File: config.mk
export PLATFORM = sky130hd
export DESIGN_NAME = button_click_hold_detector_flat
export DESIGN_NICKNAME = d
export VERILOG_FILES = /design/src/hdl/bchd_pkg.sv /design/src/hdl/bchd_if.sv /design/src/hdl/bchd_ram.sv /design/src/hdl/button_click_hold_detector.sv /design/src/flat_wrapper.sv
export SDC_FILE = /design/constraint.sdc
export NUM_CORES = 1
export LEC_CHECK = 0
export ABC_AREA = 1
export BUFFER_PORTS_ARGS = -buffer_cell sky130_fd_sc_hd__buf_2
export CORE_UTILIZATION = 40
export DETAILED_ROUTE_END_ITERATION = 6
export GPL_ROUTABILITY_DRIVEN = 0
export PLACE_DENSITY_LB_ADDON = 0.2
export SLEW_MARGIN = 20
export SYNTH_ARGS = -nofsm -noshare
export SYNTH_HDL_FRONTEND = slang
export SYNTH_SLANG_ARGS = --single-unit
export TNS_END_PERCENT = 1
File: constraint.sdc
create_clock -name clock -period 14 [get_ports clock]
set_input_delay 0 -clock clock [delete_from_list [all_inputs] [get_ports clock]]
set_output_delay 0 -clock clock [all_outputs]
set_load 0.1 [all_outputs]
File: src/hdl/bchd_pkg.sv
`timescale 1ns / 1ps
// ----------------------------------------------------------------------------
// bchd_pkg
// Shared types, widths and event codes of the button click and hold detector.
// ----------------------------------------------------------------------------
package bchd_pkg;

   localparam int NUM_KEYS = 8;
   localparam int KEY_AW   = (NUM_KEYS > 1) ? $clog2(NUM_KEYS) : 1;

   localparam int KEY_W    = 3;
   localparam int CODE_W   = 4;
   localparam int CLICK_W  = 8;
   localparam int PHASE_W  = 4;
   localparam int DB_W     = 6;
   localparam int TICK_W   = 16;
   localparam int IVL_W    = 8;
   localparam int HOLD_W   = 16;
   localparam int HTH_W    = 14;
   localparam int CTH_W    = 16;
   localparam int WIN_W    = 8;

   localparam int CSR_IDX_W  = 2;
   localparam int CSR_DATA_W = 16;

   // configuration register indexes
   localparam logic [CSR_IDX_W-1:0] CSR_DEBOUNCE_TH = 2'd0;
   localparam logic [CSR_IDX_W-1:0] CSR_HOLD_TH     = 2'd1;
   localparam logic [CSR_IDX_W-1:0] CSR_CLICK_TH    = 2'd2;
   localparam logic [CSR_IDX_W-1:0] CSR_MULTI_WIN   = 2'd3;

   localparam logic [DB_W-1:0]  DEBOUNCE_TH_RST = 6'd3;
   localparam logic [HTH_W-1:0] HOLD_TH_RST     = 14'd100;
   localparam logic [CTH_W-1:0] CLICK_TH_RST    = 16'd10;
   localparam logic [WIN_W-1:0] MULTI_WIN_RST   = 8'd30;

   // event codes
   localparam logic [CODE_W-1:0] EV_DOWN   = 4'd0;
   localparam logic [CODE_W-1:0] EV_UP     = 4'd1;
   localparam logic [CODE_W-1:0] EV_CLICK  = 4'd2;
   localparam logic [CODE_W-1:0] EV_MULTI1 = 4'd3;
   localparam logic [CODE_W-1:0] EV_MULTI5 = 4'd7;
   localparam logic [CODE_W-1:0] EV_HOLD1  = 4'd8;
   localparam logic [CODE_W-1:0] EV_HOLD2  = 4'd9;
   localparam logic [CODE_W-1:0] EV_HOLD3  = 4'd10;
   localparam logic [CODE_W-1:0] EV_LEN1   = 4'd11;
   localparam logic [CODE_W-1:0] EV_LEN2   = 4'd12;
   localparam logic [CODE_W-1:0] EV_LEN3   = 4'd13;

   // phases: idle, then event code plus one
   localparam logic [PHASE_W-1:0] PH_IDLE   = 4'd0;
   localparam logic [PHASE_W-1:0] PH_DOWN   = 4'd1;
   localparam logic [PHASE_W-1:0] PH_UP     = 4'd2;
   localparam logic [PHASE_W-1:0] PH_CLICK  = 4'd3;
   localparam logic [PHASE_W-1:0] PH_MULTI1 = 4'd4;
   localparam logic [PHASE_W-1:0] PH_MULTI5 = 4'd8;
   localparam logic [PHASE_W-1:0] PH_HOLD1  = 4'd9;
   localparam logic [PHASE_W-1:0] PH_HOLD2  = 4'd10;
   localparam logic [PHASE_W-1:0] PH_HOLD3  = 4'd11;
   localparam logic [PHASE_W-1:0] PH_LEN1   = 4'd12;
   localparam logic [PHASE_W-1:0] PH_LEN3   = 4'd14;

   typedef struct packed {
      logic [PHASE_W-1:0] phase;
      logic               stable_level;
      logic [DB_W-1:0]    debounce_count;
      logic [TICK_W-1:0]  tick_count;
      logic [IVL_W-1:0]   interval_count;
      logic [CLICK_W-1:0] click_count;
      logic [HOLD_W-1:0]  hold_count;
   } key_state_type;

   localparam int STATE_W = $bits(key_state_type);

endpackage

File: src/hdl/bchd_if.sv
`timescale 1ns / 1ps
// ----------------------------------------------------------------------------
// bchd interfaces
// Valid/ready channels for poll ticks, events and register writes.
// ----------------------------------------------------------------------------
interface bchd_req_if;
   logic                       valid;
   logic                       ready;
   logic [bchd_pkg::KEY_W-1:0] key_index;
   logic                       pressed;

   modport source (output valid, output key_index, output pressed, input ready);
   modport sink   (input valid, input key_index, input pressed, output ready);
endinterface

interface bchd_rsp_if;
   logic                         valid;
   logic                         ready;
   logic [bchd_pkg::KEY_W-1:0]   event_key;
   logic [bchd_pkg::CODE_W-1:0]  event_code;
   logic [bchd_pkg::CLICK_W-1:0] click_total;

   modport source (output valid, output event_key, output event_code,
                   output click_total, input ready);
   modport sink   (input valid, input event_key, input event_code,
                   input click_total, output ready);
endinterface

interface bchd_csr_if;
   logic                            valid;
   logic                            ready;
   logic [bchd_pkg::CSR_IDX_W-1:0]  index;
   logic [bchd_pkg::CSR_DATA_W-1:0] data;

   modport source (output valid, output index, output data, input ready);
   modport sink   (input valid, input index, input data, output ready);
endinterface

File: src/hdl/bchd_ram.sv
`timescale 1ns / 1ps
// ----------------------------------------------------------------------------
// bchd_ram
// Generic single-write, single-read RAM with a registered read port.
// ----------------------------------------------------------------------------
module bchd_ram #(
   parameter int WIDTH = 8,
   parameter int DEPTH = 8
) (
   input  logic                                     clock,
   input  logic                                     wr_en,
   input  logic [((DEPTH > 1) ? $clog2(DEPTH) : 1)-1:0] wr_addr,
   input  logic [WIDTH-1:0]                         wr_data,
   input  logic [((DEPTH > 1) ? $clog2(DEPTH) : 1)-1:0] rd_addr,
   output logic [WIDTH-1:0]                         rd_data
);

   logic [WIDTH-1:0] mem [DEPTH];
   logic [WIDTH-1:0] rd_data_ff;

   always_ff @(posedge clock) begin
      if (wr_en) begin
         mem[wr_addr] <= wr_data;
      end
      rd_data_ff <= mem[rd_addr];
   end

   assign rd_data = rd_data_ff;

endmodule

File: src/hdl/button_click_hold_detector.sv
`timescale 1ns / 1ps
// ----------------------------------------------------------------------------
// button_click_hold_detector
// Per-key debounce, click, multi-click and long-press event detection.
// ----------------------------------------------------------------------------
// Usage:
//   req_chan carries one poll tick per transaction: a key index and the raw
//   pressed level of that key. rsp_chan returns zero or one event per tick:
//   the key, the event code and the click count held for that key. csr_chan
//   writes the four thresholds (debounce, hold, click, multi-click window);
//   it is always ready and should only be written while the block is idle.
//   A tick accepted on req_chan passes the compute stage register and then
//   the output register before its event shows on rsp_chan. One tick is
//   accepted per cycle while rsp_chan does not stall. Each tick does one
//   read-modify-write of its key's state word in the state RAM (read in the
//   accept cycle, written back from the compute stage); a write-back register
//   forwards the newest word so ticks for the same key can follow back to back.
//   Reset clears every key to idle through one valid bit per RAM entry (an
//   entry not yet written reads as all zero) and loads the threshold reset
//   values; no clearing pass is needed.
//   When rsp_chan stalls with an event pending, the tick in the compute
//   stage holds and req_chan.ready drops until the event is taken.
// ----------------------------------------------------------------------------
module button_click_hold_detector (
   input logic       clock,
   input logic       reset,
   bchd_req_if.sink  req_chan,
   bchd_rsp_if.source rsp_chan,
   bchd_csr_if.sink  csr_chan
);
   import bchd_pkg::*;

   // configuration registers
   logic [DB_W-1:0]  debounce_th_ff;
   logic [HTH_W-1:0] hold_th_ff;
   logic [CTH_W-1:0] click_th_ff;
   logic [WIN_W-1:0] multi_win_ff;

   // compute stage
   logic             s1_valid_ff, s1_valid_in;
   logic [KEY_W-1:0] s1_key_ff;
   logic             s1_level_ff;

   // write-back forwarding and per-entry valid bits
   logic                fwd_valid_ff;
   logic [KEY_AW-1:0]   fwd_addr_ff;
   key_state_type       fwd_data_ff;
   logic [NUM_KEYS-1:0] entry_valid_ff;

   // output register
   logic               rsp_valid_ff, rsp_valid_in;
   logic [KEY_W-1:0]   rsp_key_ff;
   logic [CODE_W-1:0]  rsp_code_ff;
   logic [CLICK_W-1:0] rsp_click_ff;

   logic              req_fire;
   logic              stall;
   logic              commit;
   logic              in_range;
   logic [KEY_AW-1:0] s1_addr;
   logic [KEY_AW-1:0] rd_addr;
   logic [STATE_W-1:0] rd_word;
   key_state_type     cur;
   key_state_type     nxt;
   logic              ev_fire;
   logic [CODE_W-1:0] ev_code;

   logic [HOLD_W-1:0] hold_x1, hold_x2, hold_x3, hold_x4;

   // hold stays only while an event waits and the receiver is not taking it
   assign stall    = s1_valid_ff && rsp_valid_ff && !rsp_chan.ready;
   assign req_chan.ready = !stall;
   assign req_fire = req_chan.valid && req_chan.ready;
   assign csr_chan.ready = 1'b1;

   assign s1_addr  = KEY_AW'(s1_key_ff);
   assign in_range = (32'(s1_key_ff) < NUM_KEYS);
   assign commit   = s1_valid_ff && !stall && in_range;

   // re-read the held key while stalled so the read data stays current
   assign rd_addr = stall ? s1_addr : KEY_AW'(req_chan.key_index);

   bchd_ram #(
      .WIDTH (STATE_W),
      .DEPTH (NUM_KEYS)
   ) u_state_ram (
      .clock   (clock),
      .wr_en   (commit),
      .wr_addr (s1_addr),
      .wr_data (nxt),
      .rd_addr (rd_addr),
      .rd_data (rd_word)
   );

   // select the newest copy of the key's state
   always_comb begin
      if (fwd_valid_ff && fwd_addr_ff == s1_addr) begin
         cur = fwd_data_ff;
      end else if (entry_valid_ff[s1_addr]) begin
         cur = key_state_type'(rd_word);
      end else begin
         cur = '0;
      end
   end

   assign hold_x1 = HOLD_W'(hold_th_ff);
   assign hold_x2 = HOLD_W'({hold_th_ff, 1'b0});
   assign hold_x3 = HOLD_W'({hold_th_ff, 1'b0}) + HOLD_W'(hold_th_ff);
   assign hold_x4 = HOLD_W'({hold_th_ff, 2'b00});

   // event logic for one tick of one key
   always_comb begin
      nxt     = cur;
      ev_fire = 1'b0;
      ev_code = EV_DOWN;

      if (cur.phase != PH_IDLE) begin
         nxt.tick_count = cur.tick_count + 1'b1;
      end

      // debounce: the count is not cleared by agreeing samples
      if (s1_level_ff != cur.stable_level) begin
         nxt.debounce_count = cur.debounce_count + 1'b1;
         if (nxt.debounce_count >= debounce_th_ff) begin
            nxt.tick_count     = '0;
            nxt.stable_level   = s1_level_ff;
            nxt.debounce_count = '0;
         end
      end

      case (cur.phase)
         PH_IDLE: begin
            if (nxt.stable_level) begin
               ev_fire = 1'b1;
               ev_code = EV_DOWN;
            end else if (cur.click_count != '0) begin
               nxt.interval_count = cur.interval_count + 1'b1;
               if (nxt.interval_count >= multi_win_ff) begin
                  nxt.interval_count = '0;
                  nxt.click_count    = '0;
                  // six or more clicks drop out without an event
                  if (cur.click_count <= CLICK_W'(EV_MULTI5 - EV_CLICK)) begin
                     ev_fire = 1'b1;
                     ev_code = EV_CLICK + CODE_W'(cur.click_count);
                  end
               end
            end
         end
         PH_DOWN: begin
            if (nxt.stable_level) begin
               if (nxt.tick_count >= TICK_W'(hold_th_ff)) begin
                  nxt.hold_count = hold_x1;
                  ev_fire = 1'b1;
                  ev_code = EV_HOLD1;
               end
            end else begin
               ev_fire = 1'b1;
               ev_code = EV_UP;
            end
         end
         PH_UP: begin
            if (nxt.stable_level) begin
               ev_fire = 1'b1;
               ev_code = EV_DOWN;
            end else if (nxt.tick_count >= click_th_ff) begin
               ev_fire = 1'b1;
               ev_code = EV_CLICK;
            end
         end
         PH_CLICK: begin
            nxt.phase          = PH_IDLE;
            nxt.interval_count = '0;
            nxt.click_count    = cur.click_count + 1'b1;
         end
         PH_HOLD1, PH_HOLD2, PH_HOLD3: begin
            if (!nxt.stable_level) begin
               ev_fire = 1'b1;
               ev_code = (cur.phase == PH_HOLD1) ? EV_LEN1 :
                         (cur.phase == PH_HOLD2) ? EV_LEN2 : EV_LEN3;
            end else begin
               nxt.hold_count = cur.hold_count + 1'b1;
               if (cur.phase == PH_HOLD1) begin
                  if (nxt.hold_count >= hold_x2) begin
                     ev_fire = 1'b1;
                     ev_code = EV_HOLD2;
                  end
               end else if (cur.phase == PH_HOLD2) begin
                  if (nxt.hold_count >= hold_x3) begin
                     ev_fire = 1'b1;
                     ev_code = EV_HOLD3;
                  end
               end else if (nxt.hold_count >= hold_x4) begin
                  // end of the long press, back to idle silently
                  nxt.phase = PH_IDLE;
               end
            end
         end
         default: begin
            if (cur.phase >= PH_MULTI1 && cur.phase <= PH_MULTI5) begin
               nxt.phase = PH_IDLE;
            end else if (cur.phase >= PH_LEN1 && cur.phase <= PH_LEN3) begin
               nxt.hold_count = '0;
               if (!nxt.stable_level) begin
                  ev_fire = 1'b1;
                  ev_code = EV_UP;
               end
            end
         end
      endcase

      if (ev_fire) begin
         nxt.phase = ev_code + 1'b1;
      end
      // the up after a hold length drops straight to idle
      if (ev_fire && cur.phase >= PH_LEN1 && cur.phase <= PH_LEN3) begin
         nxt.phase = PH_IDLE;
      end
   end

   always_comb begin
      if (stall) begin
         s1_valid_in = s1_valid_ff;
      end else begin
         s1_valid_in = req_fire;
      end
   end

   always_comb begin
      if (commit && ev_fire) begin
         rsp_valid_in = 1'b1;
      end else if (rsp_chan.ready) begin
         rsp_valid_in = 1'b0;
      end else begin
         rsp_valid_in = rsp_valid_ff;
      end
   end

   always_ff @(posedge clock) begin
      if (reset) begin
         s1_valid_ff    <= 1'b0;
         fwd_valid_ff   <= 1'b0;
         entry_valid_ff <= '0;
         rsp_valid_ff   <= 1'b0;
         debounce_th_ff <= DEBOUNCE_TH_RST;
         hold_th_ff     <= HOLD_TH_RST;
         click_th_ff    <= CLICK_TH_RST;
         multi_win_ff   <= MULTI_WIN_RST;
      end else begin
         s1_valid_ff  <= s1_valid_in;
         rsp_valid_ff <= rsp_valid_in;
         if (commit) begin
            fwd_valid_ff            <= 1'b1;
            entry_valid_ff[s1_addr] <= 1'b1;
         end
         if (csr_chan.valid && csr_chan.ready) begin
            case (csr_chan.index)
               CSR_DEBOUNCE_TH: debounce_th_ff <= csr_chan.data[DB_W-1:0];
               CSR_HOLD_TH:     hold_th_ff     <= csr_chan.data[HTH_W-1:0];
               CSR_CLICK_TH:    click_th_ff    <= csr_chan.data[CTH_W-1:0];
               CSR_MULTI_WIN:   multi_win_ff   <= csr_chan.data[WIN_W-1:0];
               default: begin
               end
            endcase
         end
      end
   end

   // payload registers
   always_ff @(posedge clock) begin
      if (!stall) begin
         s1_key_ff   <= req_chan.key_index;
         s1_level_ff <= req_chan.pressed;
      end
      if (commit) begin
         fwd_addr_ff <= s1_addr;
         fwd_data_ff <= nxt;
      end
      if (commit && ev_fire) begin
         rsp_key_ff   <= s1_key_ff;
         rsp_code_ff  <= ev_code;
         rsp_click_ff <= cur.click_count;
      end
   end

   assign rsp_chan.valid       = rsp_valid_ff;
   assign rsp_chan.event_key   = rsp_key_ff;
   assign rsp_chan.event_code  = rsp_code_ff;
   assign rsp_chan.click_total = rsp_click_ff;

endmodule
File: src/flat_wrapper.sv
// flat-port wrapper written by rule: the top's interface ports become plain ports
module button_click_hold_detector_flat import bchd_pkg::*;
  (clock, reset, req_chan_valid, req_chan_key_index, req_chan_pressed, req_chan_ready, rsp_chan_valid, rsp_chan_event_key, rsp_chan_event_code, rsp_chan_click_total, rsp_chan_ready, csr_chan_valid, csr_chan_index, csr_chan_data, csr_chan_ready);
  bchd_req_if req_chan_i ();
  bchd_rsp_if rsp_chan_i ();
  bchd_csr_if csr_chan_i ();
  input logic clock;
  input logic reset;
  input wire logic [$bits(req_chan_i.valid)-1:0] req_chan_valid;
  input wire logic [$bits(req_chan_i.key_index)-1:0] req_chan_key_index;
  input wire logic [$bits(req_chan_i.pressed)-1:0] req_chan_pressed;
  output wire logic [$bits(req_chan_i.ready)-1:0] req_chan_ready;
  output wire logic [$bits(rsp_chan_i.valid)-1:0] rsp_chan_valid;
  output wire logic [$bits(rsp_chan_i.event_key)-1:0] rsp_chan_event_key;
  output wire logic [$bits(rsp_chan_i.event_code)-1:0] rsp_chan_event_code;
  output wire logic [$bits(rsp_chan_i.click_total)-1:0] rsp_chan_click_total;
  input wire logic [$bits(rsp_chan_i.ready)-1:0] rsp_chan_ready;
  input wire logic [$bits(csr_chan_i.valid)-1:0] csr_chan_valid;
  input wire logic [$bits(csr_chan_i.index)-1:0] csr_chan_index;
  input wire logic [$bits(csr_chan_i.data)-1:0] csr_chan_data;
  output wire logic [$bits(csr_chan_i.ready)-1:0] csr_chan_ready;
  assign req_chan_i.valid = req_chan_valid;
  assign req_chan_i.key_index = req_chan_key_index;
  assign req_chan_i.pressed = req_chan_pressed;
  assign req_chan_ready = req_chan_i.ready;
  assign rsp_chan_valid = rsp_chan_i.valid;
  assign rsp_chan_event_key = rsp_chan_i.event_key;
  assign rsp_chan_event_code = rsp_chan_i.event_code;
  assign rsp_chan_click_total = rsp_chan_i.click_total;
  assign rsp_chan_i.ready = rsp_chan_ready;
  assign csr_chan_i.valid = csr_chan_valid;
  assign csr_chan_i.index = csr_chan_index;
  assign csr_chan_i.data = csr_chan_data;
  assign csr_chan_ready = csr_chan_i.ready;
  button_click_hold_detector u_core (.clock(clock), .reset(reset), .req_chan(req_chan_i), .rsp_chan(rsp_chan_i), .csr_chan(csr_chan_i));
endmodule
# --- After elaboration in Yosys (flattened, before gate mapping) ---
# Memories as Yosys holds them, arrays and structs flattened. A register that Yosys moved wholly into a read port is not among the register bits.
# Index checks and enable logic that the tools add are counted.
totals:
  in_bits: 27
  ram_bits: 472
  n_memories: 1
  output_inout_bits: 18
  ff_bits: 136
  word_cells: 149
classes:
  mux: 68
  n_reduce_logical: 25
  n_eq_ne: 11
  n_addsub: 8
  bitwise: 1
  magnitude_cmp: 14
memory_table:
  columns: ["memory", "depth", "width", "read_ports", "rd_clocked_by_memory_dff", "write_ports", "line", "source"]
  rows:
  - ["u_core.u_state_ram.mem", 8, 59, 1, 1, 1, "bchd_ram.sv:18", "logic [WIDTH-1:0] mem [DEPTH];"]
op_table:
  columns: ["operator", "n"]
  rows:
  - ["16-bit 2-to-1 mux", 9]
  - ["59-bit 2-to-1 mux", 2]
  - ["4-bit 2-to-1 mux", 22]
  - ["16-bit >= comparator", 3]
  - ["16-bit case mux with 3 select lines", 1]
  - ["23-bit 2-to-1 mux", 2]
  - ["16-bit by 1-bit adder with 16-bit output, second input constant", 2]
  - ["16-bit case mux with 2 select lines", 1]
  - ["1-bit 2-to-1 mux", 24]
  - ["4-bit case mux with 5 select lines", 1]
  - ["15-bit by 14-bit adder with 16-bit output", 1]
  - ["8-bit by 1-bit adder with 8-bit output, second input constant", 2]
  - ["16-bit by 14-bit >= comparator with 1-bit output", 1]
  - ["16-bit by 15-bit >= comparator with 1-bit output", 1]
  - ["4-bit == test, second input constant", 3]
  - ["4-bit case mux with 3 select lines", 1]
  - ["1-bit logical AND", 11]
  - ["3-bit OR reduction", 3]
  - ["4-bit by 2-bit == test with 1-bit output, second input constant", 2]
  - ["8-bit >= comparator", 1]
  - ["4-bit <= comparator, second input constant", 2]
  - ["8-bit by 3-bit <= comparator with 1-bit output, second input constant", 1]
  - ["8-bit OR", 1]
  - ["2-bit AND reduction", 4]
  - ["24 further kinds", 26]

# --- Longest topological paths before layout ---
logic_depth:
  ltp_word: 15
  depth_mapped: 53
  mapped_depth_nobuf: 48

# --- Modules after synthesis ---
# From an unflattened synthesis, not the netlist that was laid out.
hier_totals:
  cells_unflattened: 3560
  hier_area_um2: 32561.2
modules_own_cells:
  columns: ["mod", "cells_each", "seq_area_each_um2", "n_inst", "area_each_um2"]
  rows:
  - ["bchd_ram", 2116, 15354.7, 1, 21768.4]
  - ["button_click_hold_detector", 1444, 3503.4, 1, 10792.9]

# --- Worst setup path after synthesis ---
# Ideal clock, no wire load.
synth_path:
  kind: "register to register"
  startpoint: "reg u_core.rsp_valid_ff, in the netlist u_core.rsp_chan.valid"
  endpoint: "mem u_core.u_state_ram.mem[0][0] in the netlist's numbering (enable)"
  arrival_ps: 8310
  setup_time_ps: 551
  slack_ps: 5139
  synth_period_minus_slack_ps: 8861
  path_stages_with_launch: 8
  t_required_ps: 13449
  n_path_buf: 0
  cell_sequence: "dfxtp_1 > nand2_1 > nor2_1 > nor2_1 > inv_1 > nor2_1 > inv_1 > nor3_1"
synth_via:
  elab_chain_len: 6
synth_lines:
  columns: ["item", "line", "source"]
  rows:
  - ["start: declaration", "button_click_hold_detector.sv:51", "logic rsp_valid_ff, rsp_valid_in;"]
  - ["start signal: assignment", "button_click_hold_detector.sv:250", "rsp_valid_ff <= rsp_valid_in;"]
  - ["1-bit logical AND (2 in a row)", "button_click_hold_detector.sv:71", "assign stall = s1_valid_ff && rsp_valid_ff && !rsp_chan.ready;"]
  - ["1-bit zero test", "button_click_hold_detector.sv:78", "assign commit = s1_valid_ff && !stall && in_range;"]
  - ["1-bit logical AND", "button_click_hold_detector.sv:78", null]
  - ["via u_core.commit", "button_click_hold_detector.sv:58", "logic commit;"]
  - ["1-bit 2-to-1 mux", "bchd_ram.sv:22", "if (wr_en) begin"]
  - ["1-bit 2-to-1 mux (not written as such)", "bchd_ram.sv:23", "mem[wr_addr] <= wr_data;"]
  - ["end: declaration", "bchd_ram.sv:18", null]
# The timed path passes the listed nets, and every way through them passes these cells.

==> impl_metrics.csv <==
group,metric,value,unit
drt,vias_per_cell,5.35,
logic_synthesis,synth_fp_nets,3011,
logic_synthesis,ys_ff_latch,667,
logic_synthesis,synth_edf_count,550,
setup_path,cpMostUsedCell,"nand2_1",
setup_path,cp-end-kind,"flop",
floorplan,core,0.0735,mm2
sta,setup_violations,0,
sta,relSlewSlack,0.236,
setup_path,slowest_stage,"nor3_1",
sta,final_hold_viol_count,0,
drt,wl,78800,um
setup_path,path_max_fanout,60,
clocking,cts-root-buf,"clkbuf_16",
finish,multi_input_area,0.00964,mm2
logic_synthesis,ys_seq_area_frac,0.630,
finish,num-fill-cells,6719,
clocking,tritoncts,"yes",
floorplan,die_w,276,um
global_routing,antenna_found_initial,2,
setup_path,worstSetupPathType,"reg2reg",
clocking,clockBufferDepth,3,
floorplan,die_area,0.0759,mm2
finish,mostFrequentLayoutCell,"nor2_1",
logic_synthesis,async_flop_share,0,
place,place_inst,3775,
global_routing,grt_pass1_vias,20100,
sta,period_needed,8490,ps
sta,skew,22.9,ps
setup_path,critical_path_required,14330,ps
logic_synthesis,synthDistinctLibCells,62,
finish,area_delta_synth_final,12.9,%
logic_synthesis,yosys_warnings,0,
drt,post_drt_wl_per_cell,20.0,um
power_and_ir_drop,power-per-cell-area,137,mW/mm2
finish,layout.nets,3058,
global_routing,grt_pass1_wl,120000,um
sta,fmax,118,MHz
global_routing,grt_max_degree,181,
power_and_ir_drop,ir_drop,82.3,uV
setup_path,crit_arrival,8820,ps
clocking,cts_htree_levels,3,
drt,vias,21100,
floorplan,io_pins,45,
clocking,cts_setup_buffers,0,
drt,drc,0,
clocking,numCtsBuffers,72,
status,status,"finished clean",
power_and_ir_drop,p_leak,0.0129,uW
finish,final_cell_mix,"579 x nor2_1, 550 x edfxtp_1, 322 x o21ai_0, 302 x nand2_1, 231 x inv_1",
clocking,clock_latency,620,ps
run,cap_violations,0,
setup_path,cp-start-kind,"flop",
drt,drtPass1Iterations,5,
place,dp_hpwl,46400,um
finish,fin_cells,3935,
sta,finalSetupTns,0,ps
logic_synthesis,synth_cells,2872,
worst_hold_path,hp-class,"in2reg",
sta,tightest_slew,1150,ps
floorplan,rows,99,
place,port_buffers,43,
logic_synthesis,syn_area_per_cell,10.4,um2
floorplan,die_h,276,um
floorplan,initial_core_util,0.407,
finish,diodes,0,
power_and_ir_drop,power,4630,uW
clocking,clk_pin_slew,60,ps
sta,rsz0062_at_grt,"no",
finish,seqCellArea,0.0189,mm2
global_routing,overflow,0,
global_routing,grt_usage,0.209,
finish,drive_gt1_frac,0.0894,
drt,postRouteAntennaNets,0,
clocking,numClockSinks,667,
sta,post-route-period-util,0.607,
drt,drt-initial-drc-count,1607,
logic_synthesis,synth_area,0.0299,mm2
setup_path,crit_path_max_incr_delay,880,ps
sta,slew_violations,0,
logic_synthesis,synth_top_flop_cell,"edfxtp_1",
worst max-delay path: cells and delay by family (launching register included):
kind                       cells  cell delay (ps)
adders and majority gates      3              910
DFF                            1              600
and+or+nand+nor               20             2970
xor gates and xnor gates       1              200
AOI/OAI and AO/OA              8             1690
buffers and inverters          6             1800
cell families (layout without fill, tap and decap cells):
family / count (synthesis) / count (layout) / share of synthesized area
other: 1 / 1 / 0.000125
DFF: 667 / 667 / 0.630
adders and majority gates: 112 / 112 / 0.0471
and+or+nand+nor: 1021 / 1021 / 0.139
buffers and inverters: 380 / 484 / 0.0514
AOI/OAI and AO/OA: 659 / 659 / 0.123
xor gates and xnor gates: 32 / 32 / 0.00937
flip-flops by register name, summed over array words and instances, names as in the netlist:
name / flops
u_core.u_state_ram.mem: 472
u_core.fwd_data_ff: 59
u_core.u_state_ram.rd_data: 59
u_core.click_th_ff: 16
u_core.hold_th_ff: 14
u_core.entry_valid_ff: 8
u_core.multi_win_ff: 8
u_core.rsp_chan.click_total: 8
u_core.debounce_th_ff: 6
u_core.rsp_chan.event_code: 4
u_core.fwd_addr_ff: 3
u_core.rsp_chan.event_key: 3
u_core.s1_addr: 3
u_core.fwd_valid_ff: 1
u_core.rsp_chan.valid: 1
u_core.s1_level_ff: 1
u_core.s1_valid_ff: 1
cells in the mapped netlist, types with 2 or more instances:
| master | instances | share of area |
|---|---|---|
| nor2_1 | 586 | 0.074 |
| edfxtp_1 | 550 | 0.55 |
| o21ai_0 | 325 | 0.054 |
| nand2_1 | 302 | 0.038 |
| inv_1 | 234 | 0.029 |
| dfxtp_1 | 117 | 0.078 |
| a21oi_1 | 112 | 0.019 |
| ha_1 | 111 | 0.046 |
| clkbuf_1 | 100 | 0.013 |
| a31oi_1 | 79 | 0.017 |
| o22ai_1 | 69 | 0.014 |
| nand3_1 | 48 | 0.0080 |
| nand2_2 | 29 | 0.0061 |
| xor2_1 | 24 | 0.0070 |
| inv_2 | 14 | 0.0018 |
| o2111ai_1 | 14 | 0.0041 |
| nor3_1 | 13 | 0.0022 |
| o21ai_1 | 13 | 0.0022 |
| o211ai_1 | 11 | 0.0028 |
| buf_6 | 10 | 0.0038 |
| nor2_2 | 10 | 0.0021 |
| nand4_1 | 9 | 0.0019 |
| xnor2_1 | 8 | 0.0023 |
| buf_1 | 7 | 0.00088 |
| or2_2 | 7 | 0.0015 |
| a211oi_1 | 6 | 0.0015 |
| buf_2 | 6 | 0.0010 |
| buf_4 | 4 | 0.0010 |
| a21o_1 | 3 | 0.00075 |
| a22oi_1 | 3 | 0.00075 |
| clkinv_1 | 3 | 0.00038 |
| nand3_2 | 3 | 0.0010 |
| o21a_1 | 3 | 0.00075 |
| a21boi_0 | 2 | 0.00050 |
| a21oi_2 | 2 | 0.00059 |
| a311oi_1 | 2 | 0.00059 |
| and3_1 | 2 | 0.00042 |
| nand3_4 | 2 | 0.0012 |
| nand3b_1 | 2 | 0.00050 |
| nor4_1 | 2 | 0.00042 |
| o21ai_2 | 2 | 0.00059 |
| o221ai_1 | 2 | 0.00059 |
| o32ai_1 | 2 | 0.00059 |
metal layers:
layer / wire length [um] / global-route usage
met4: 1730 / 0.0648
met2: 35700 / 0.332
met1: 36200 / 0.290
met5: 0 / 0
met3: 5200 / 0.0378
per-stage QoR:
step	utilization	setup WS, ps	cell area, um2	hold slack, ps
floorplan	-	5140	29900	98.9
global placement	0.423	5730	31100	180
detailed placement	0.423	5480	31100	183
CTS	0.460	5490	33800	48.9
global route	0.460	4780	33800	95.6
finish	0.460	5510	33800	62.8
cell type report:
class / instances / share of cell area
clock buffer: 98 / 0.0593
clock inverter: 33 / 0.0114
inverter: 252 / 0.0284
multi-input combinational: 1825 / 0.285
sequential: 667 / 0.558
tap: 959 / 0.0355
timing repair buffer: 101 / 0.0224
worst paths after layout:
check,slack [ps],to,from,cells past startpoint
hold reg to reg,470,u_core.click_th_ff[11]$_SDFFE_PP0P_,u_core.click_th_ff[11]$_SDFFE_PP0P_,2
setup / recovery,5510,u_core.u_state_ram.mem[0][58]$_DFFE_PP_,u_core.s1_addr[1]$_DFF_P_,38
hold / removal,60,u_core.s1_addr[0]$_DFF_P_,req_chan_key_index[0],3
setup reg to reg,5510,u_core.u_state_ram.mem[0][58]$_DFFE_PP_,u_core.s1_addr[1]$_DFF_P_,38
what timing repair did:
action | CTS | global route
gates resized for setup | 0 | 0
endpoints found under the hold margin | 62 | 0
hold buffers | 28 | 0
report_power, final:
part,total (uW),switching [uW],internal (uW)
Sequential,2250,24.6,2230
Combinational,457,336,120
Clock,1920,778,1140
Power figures use the tool's default switching activity.
